<file path="src/rtl/fnac_pkg.sv">
package fnac_pkg;

  // Default sizing, handed to the top level parameters
  localparam int DEF_MAX_WIN     = 1024;
  localparam int DEF_MAX_LAGS    = 64;
  localparam int DEF_RING_DEPTH  = 2048;
  localparam int DEF_SAMPLE_BITS = 16;

  // Configuration port
  localparam int CFG_IDX_W  = 2;
  localparam int CFG_DATA_W = 11;
  localparam int WIN_CFG_W  = 11;
  localparam int HOP_CFG_W  = 11;
  localparam int LAGS_CFG_W = 7;

  localparam logic [WIN_CFG_W-1:0]  WIN_RST  = 11'd400;
  localparam logic [HOP_CFG_W-1:0]  HOP_RST  = 11'd160;
  localparam logic [LAGS_CFG_W-1:0] LAGS_RST = 7'd64;
  localparam logic                  NORM_RST = 1'b1;

  // Result fields and index counters
  localparam int LAG_W  = 6;
  localparam int RAW_W  = 48;
  localparam int NORM_W = 16;
  localparam int IDX_W  = 32;

  typedef enum logic [CFG_IDX_W-1:0] {
    REG_WIN_LEN   = 2'd0,
    REG_HOP_LEN   = 2'd1,
    REG_LAG_COUNT = 2'd2,
    REG_NORMALIZE = 2'd3
  } cfg_reg_e;

  // Control broadcast to every correlation cell
  typedef struct packed {
    logic clear;  // start of frame: zero sums, clear tap valids
    logic beat;   // a ring sample enters the chain
    logic drain;  // shift sums one cell toward the head
  } cell_ctrl_t;

  typedef enum logic [2:0] {
    C_IDLE,
    C_STREAM,
    C_FLUSH,
    C_NSTART,
    C_NWAIT,
    C_OUT
  } ctrl_state_e;

  typedef enum logic [2:0] {
    N_IDLE,
    N_SHIFT,
    N_MUL,
    N_INIT,
    N_ROOT,
    N_DONE
  } norm_state_e;

endpackage

</file>
<file path="src/rtl/fnac_cell.sv">
module fnac_cell #(
  parameter int SampleBits = fnac_pkg::DEF_SAMPLE_BITS,
  parameter int AccW       = 2 * fnac_pkg::DEF_SAMPLE_BITS + 11,
  parameter int EnW        = 2 * fnac_pkg::DEF_SAMPLE_BITS + 10
) (
  input  logic                         clk_i,
  input  logic                         rst_ni,
  input  fnac_pkg::cell_ctrl_t         ctrl_i,
  input  logic signed [SampleBits-1:0] y_i,
  input  logic signed [SampleBits-1:0] x_i,
  input  logic                         act_i,
  output logic signed [SampleBits-1:0] x_o,
  output logic                         act_o,
  input  logic signed [AccW-1:0]       raw_i,
  input  logic [EnW-1:0]               en_i,
  output logic signed [AccW-1:0]       raw_o,
  output logic [EnW-1:0]               en_o
);
  import fnac_pkg::*;

  localparam int PW = 2 * SampleBits;

  logic signed [SampleBits-1:0] x_q;
  logic                         act_q;
  logic                         pv_q;
  logic signed [PW-1:0]         pr_q;
  logic signed [PW-1:0]         pe_q;
  logic signed [AccW-1:0]       acc_r_q;
  logic [EnW-1:0]               acc_e_q;

  // Tap valid and product valid
  always_ff @(posedge clk_i or negedge rst_ni) begin
    if (!rst_ni) begin
      act_q <= 1'b0;
      pv_q  <= 1'b0;
    end else if (ctrl_i.clear) begin
      act_q <= 1'b0;
      pv_q  <= 1'b0;
    end else begin
      pv_q <= ctrl_i.beat & act_i;
      if (ctrl_i.beat) begin
        act_q <= act_i;
      end
    end
  end

  // Tap, products, and the two running sums
  always_ff @(posedge clk_i) begin
    if (ctrl_i.beat) begin
      x_q  <= x_i;
      pr_q <= x_i * y_i;
      pe_q <= y_i * y_i;
    end
    if (ctrl_i.clear) begin
      acc_r_q <= '0;
      acc_e_q <= '0;
    end else if (ctrl_i.drain) begin
      acc_r_q <= raw_i;
      acc_e_q <= en_i;
    end else if (pv_q) begin
      acc_r_q <= acc_r_q + AccW'(pr_q);
      acc_e_q <= acc_e_q + EnW'($unsigned(pe_q));
    end
  end

  assign x_o   = x_q;
  assign act_o = act_q;
  assign raw_o = acc_r_q;
  assign en_o  = acc_e_q;

endmodule

</file>
<file path="config.mk">
export PLATFORM = sky130hd
export DESIGN_NAME = fnac_cell
export DESIGN_NICKNAME = d
export VERILOG_FILES = /design/src/rtl/fnac_pkg.sv /design/src/rtl/fnac_cell.sv
export SDC_FILE = /design/constraint.sdc
export NUM_CORES = 2
export LEC_CHECK = 0
export BUFFER_PORTS_ARGS = -buffer_cell sky130_fd_sc_hd__buf_2
export CAP_MARGIN = 10
export CORE_MARGIN = 1.5
export CORE_UTILIZATION = 48
export DETAILED_ROUTE_END_ITERATION = 8
export PLACE_DENSITY = 0.63
export SYNTH_ARGS = -nofsm -noshare
export SYNTH_HDL_FRONTEND = slang
export SYNTH_SLANG_ARGS = --single-unit
</file>
<file path="constraint.sdc">
create_clock -name clk_i -period 7.9 [get_ports clk_i]
set_input_delay 1.975 -clock clk_i [delete_from_list [all_inputs] [get_ports clk_i]]
set_output_delay 1.975 -clock clk_i [all_outputs]
set_load 0.02 [all_outputs]
</file>
=== After elaboration in Yosys (flattened, before gate mapping) ===
Index checks and enable logic that the tools add are counted.

* Bitwise logic cells: 1
* Reduce and logical (&&, ||, !) cells: 2
* Multiplexer cells: 7
* Multiply operators: 2
* Add/subtract/negate cells: 2

{| class="wikitable"
|+ Operators by type and width
! cell !! number
|-
| 43-bit 2-to-1 mux || 2
|-
| 42-bit 2-to-1 mux || 2
|-
| 16-bit by 16-bit multiplier with 32-bit output || 2
|-
| 43-bit by 32-bit adder with 43-bit output || 1
|-
| 42-bit by 32-bit adder with 42-bit output || 1
|-
| 2-bit nonzero test || 2
|-
| 1-bit 2-to-1 mux || 3
|-
| 1-bit AND || 1
|}

* Input bits: 123
* Bits in registers: 167
* Output and inout port bits: 102

=== Logic depth before layout (Yosys ltp) ===
* Depth in word-level cells: 3
* Depth in mapped cells: 26

=== Worst setup path after synthesis ===
No wires, ideal clock.

* Kind: input port to flip-flop
* Start point: input port y_i[1]
* End point: register pe_q[31] (data pin)
* Setup slack: -0.075 ns
* Setup time: 0.260 ns
* Buffers on the path: 3
* Data arrival time: 7.715 ns
* Stages: 22
* Cells stage by stage: clkbuf_1 -> clkbuf_1 -> and2_1 -> fa_1 -> fa_1 -> fa_1 -> fa_1 -> fa_1 -> inv_1 -> fa_1 -> inv_1 -> ha_1 -> clkbuf_1 -> nand4_1 -> nor2_1 -> and3_1 -> o311ai_0 -> a31oi_1 -> nand4_1 -> nand4b_1 -> a21oi_1 -> xnor2_1

* Word-level cells in the longest chain between the ends: 1

{| class="wikitable"
|+ Ends and longest elaborated chain
! element !! RTL line !! text
|-
| from (decl) || fnac_cell.sv:9 || <nowiki>input logic signed [SampleBits-1:0] y_i,</nowiki>
|-
| 16-bit by 16-bit multiplier with 32-bit output || fnac_cell.sv:52 || <nowiki>pe_q <= y_i * y_i;</nowiki>
|-
| to (signal assigned) || fnac_cell.sv:52 ||
|-
| to (decl) || fnac_cell.sv:27 || <nowiki>logic signed [PW-1:0] pe_q;</nowiki>
|}

No other way between the ends.
A chain may end at the register's enable or synchronous reset.

=== Final worst setup path ===
* Start point: input port y_i[6]
* End point: register pr_q[31] (data pin)

* Word-level cells in the longest chain between the ends: 1

{| class="wikitable"
|+ Ends and longest elaborated chain
! element !! RTL line !! text
|-
| 16-bit by 16-bit multiplier with 32-bit output || fnac_cell.sv:51 || <nowiki>pr_q <= x_i * y_i;</nowiki>
|-
| to (signal assigned) || fnac_cell.sv:51 ||
|-
| to (decl) || fnac_cell.sv:26 || <nowiki>logic signed [PW-1:0] pr_q;</nowiki>
|}

No other way between the ends.

==> results.cfg <==
[status]
status = finished clean

[floorplan]
fp.dieW_um = 248.8
die-area_mm2 = 0.06190
coreArea_mm2 = 0.05935
io_pins = 225
fp-row-count = 89
fp.dieH_um = 248.8
start_util_pct = 48.86

[setup_path]
crit_top_cell = fa_1
r2r_start = pr_q[31]
critical_path.cell_chain = clkbuf_4, buf_4, and2_1, fa_1, inv_1, fa_1, fa_1, inv_1, fa_1, fa_1, inv_1, fa_1, inv_1, ha_1, a21oi_1, a21boi_0, o21ai_0, nand2b_1, a311oi_1, nor2_1, a31oi_1, o21ai_0, a21oi_1, xnor2_1
cp.depth = 24
cp.required_ns = 8.09
rrSetupSlack_ns = 4.43
crit_buf_inv = 6
crit_type = input port to register
worstPathArrival_ns = 7.78
path_delay_family = adder cells
slowest_stage = fa_1
end_kind = register
rr_endpoint = raw_o[42]
slowest_delay_ns = 0.52
cp_max_fo = 18
reg2reg_depth = 11
cp-start-kind = input port

[global_routing]
top_usage_layer = met2
use_met3_pct = 3.689
grt_max_degree = 81
grt_pass1_wl_mm = 125.3
overflow = 0
met2_usage_pct = 40.48
grt_usage_pct = 25.33
antenna_found_initial = 2
grt_pass1_vias = 23450
grtUsageMet1_pct = 36.37

[synth]
synthArstFlopShare_pct = 1.205
synth_edf_count = 79
synth.distinct_cells = 92
synth_fp_nets = 4027
syn_area_per_cell_um2 = 9.177
yosysTopAreaCell = fa_1
synth_ff_type = dfxtp_1
yosysWarningCount = 0
seq_area_frac_synth_pct = 14.22
syn_inst = 3160
ys_seq_elements = 166
synth_common_cells = inv_1, fa_1, nand2_1
yosysMostFrequentCell = inv_1
synth_area_leaders = fa_1, ha_1, inv_1, edfxtp_1, dfxtp_1
synth_top_area_share_pct = 34.31
synth_area_mm2 = 0.02900

[sta]
layout_min_cycle_time_ns = 7.592
slew_viol_final = 0
rsz0062_at_grt = no
fin_tns_setup_ns = 0
hold_violations = 0
finalCritPeriodShare_pct = 96.11
finalClockSkew_ns = 0.01650
setup_viol = 0
slew_headroom_pct = 32.50
fmax_mhz = 131.7
tightest_slew_ns = 1.013

[final_layout]
synthToLayoutAreaGrowth_pct = 11.27
drive_gt1_share_pct = 13.20
nFillCells = 5410
final_cells = 4207
fin_nets = 4287

[worst_hold_path]
hp-class = register to register
worstHoldStart = en_o[39]
hold_depth = 2
holdPathEnd = en_o[39]

[clock_tree]
cts.sinks = 166
cts_tree = built
ctsResizeCount = 0
cts_root_buf = clkbuf_16
hold_buffers = 0
cts_buffer_depth = 2
htree_levels = 4
clk_pin_slew_worst_paths_ns = 0.07
insertion_delay_ns = 0.46
numCtsBuffers = 17
post_cts_buffers = 0

[placed_design]
gp_congestion = 0.9213
io_buffers = 224
place_inst = 4174
dpl.hpwl_mm = 64.39

[drt]
postRouteAntennaNets = 0
routedWlPerCell_um = 18.30
drc = 0
drt_iter0_drc = 1428
first_pass_iters = 6
vias_per_cell = 5.385
vias = 22660
drt_wl_total_mm = 76.99

[run]
drv_cap = 0
-- placed cells by master (no fill, tap or decap), types with 42 or more instances in the layout --
master and instances:
buf_4 137, nor2_1 176, edfxtp_1 79, fa_1 496
xor2_1 42, xnor2_1 101, nand2_1 275, a21o_1 66
buf_2 221, o21ai_0 71, and2_1 175, a21oi_1 164
ha_1 247, inv_1 639, dfxtp_1 85
-- registers in the layout (all words and copies together) (netlist names) --
register / cells
en_o: 42
pv_q: 1
x_o: 16
raw_o: 43
act_o: 1
pr_q: 32
pe_q: 31
-- kinds of logic (layout without fill, tap and decap cells) --
kind of cell | count (synthesis) | in the layout | synth area share [%]
AOI/OAI and AO/OA | 518 | 518 | 12.23
buffers and inverters | 764 | 1037 | 10.05
DFF | 166 | 166 | 14.22
adders and majority gates | 744 | 744 | 44.97
muxes | 29 | 29 | 1.023
xor gates and xnor gates | 143 | 143 | 4.319
other | 0 | 1 | 0
and+or+nand+nor | 796 | 796 | 13.19
-- worst register-to-register path, stage by stage (launching register included) --
cell and delay, ns:
edfxtp_1 0.82, ha_1 0.44, a21o_1 0.19, a21oi_1 0.14
nor2_1 0.10, o21ai_0 0.16, a21oi_1 0.08, a2111oi_0 0.53
o21ai_0 0.22, a211oi_2 0.33, xor2_1 0.21, a211oi_2 0.09
-- worst max path at each step --
stage	start	end	slack (ns)
global route	y_i[2]	pr_q[28]	0.02
finish	y_i[6]	pr_q[31]	0.31
global placement	y_i[6]	pr_q[31]	-0.04
CTS	y_i[6]	pr_q[31]	0.25
floorplan	y_i[4]	pe_q[23]	0.0003
detailed placement	y_i[6]	pr_q[31]	-0.24
-- per-stage QoR --
| stage | util (%) | hold slack [ns] | instance area (um^2) | setup slack, ns |
|---|---|---|---|---|
| 2_1_floorplan | - | 0.5819 | 29010 | 0.0002665 |
| 3_3_place_gp | 53.41 | 0.4948 | 31700 | -0.03783 |
| 3_5_place_dp | 53.41 | 0.5169 | 31700 | -0.2355 |
| 4_1_cts | 54.36 | 0.5257 | 32260 | 0.2474 |
| 5_1_grt | 54.36 | 0.5430 | 32270 | 0.02062 |
| 6_report | 54.37 | 0.5251 | 32270 | 0.3076 |
-- layout make-up --
| type | count | area (um^2) | share of cell area (%) |
|---|---|---|---|
| multi-input combinational | 2230 | 21960 | 68.07 |
| sequential | 166 | 4125 | 12.78 |
| inverter | 641 | 2406 | 7.456 |
| timing repair buffer | 364 | 2242 | 6.948 |
| tap | 773 | 967.2 | 2.997 |
| clock buffer | 26 | 523.0 | 1.621 |
| clock inverter | 6 | 38.79 | 0.1202 |
| antenna | 1 | 2.502 | 0.007755 |
-- per-layer routing --
metal / vias up / share of wire, % / wire length, um
met2: 721 / 45 / 34520
li1: 10590 / - / -
met5: - / 0.022 / 17
met3: 82 / 6.4 / 4958
met1: 11260 / 47 / 36100
met4: 2 / 1.8 / 1393
Power is not shown: default switching activity piles up to over one toggle a cycle in this logic, so the estimate is an artifact.
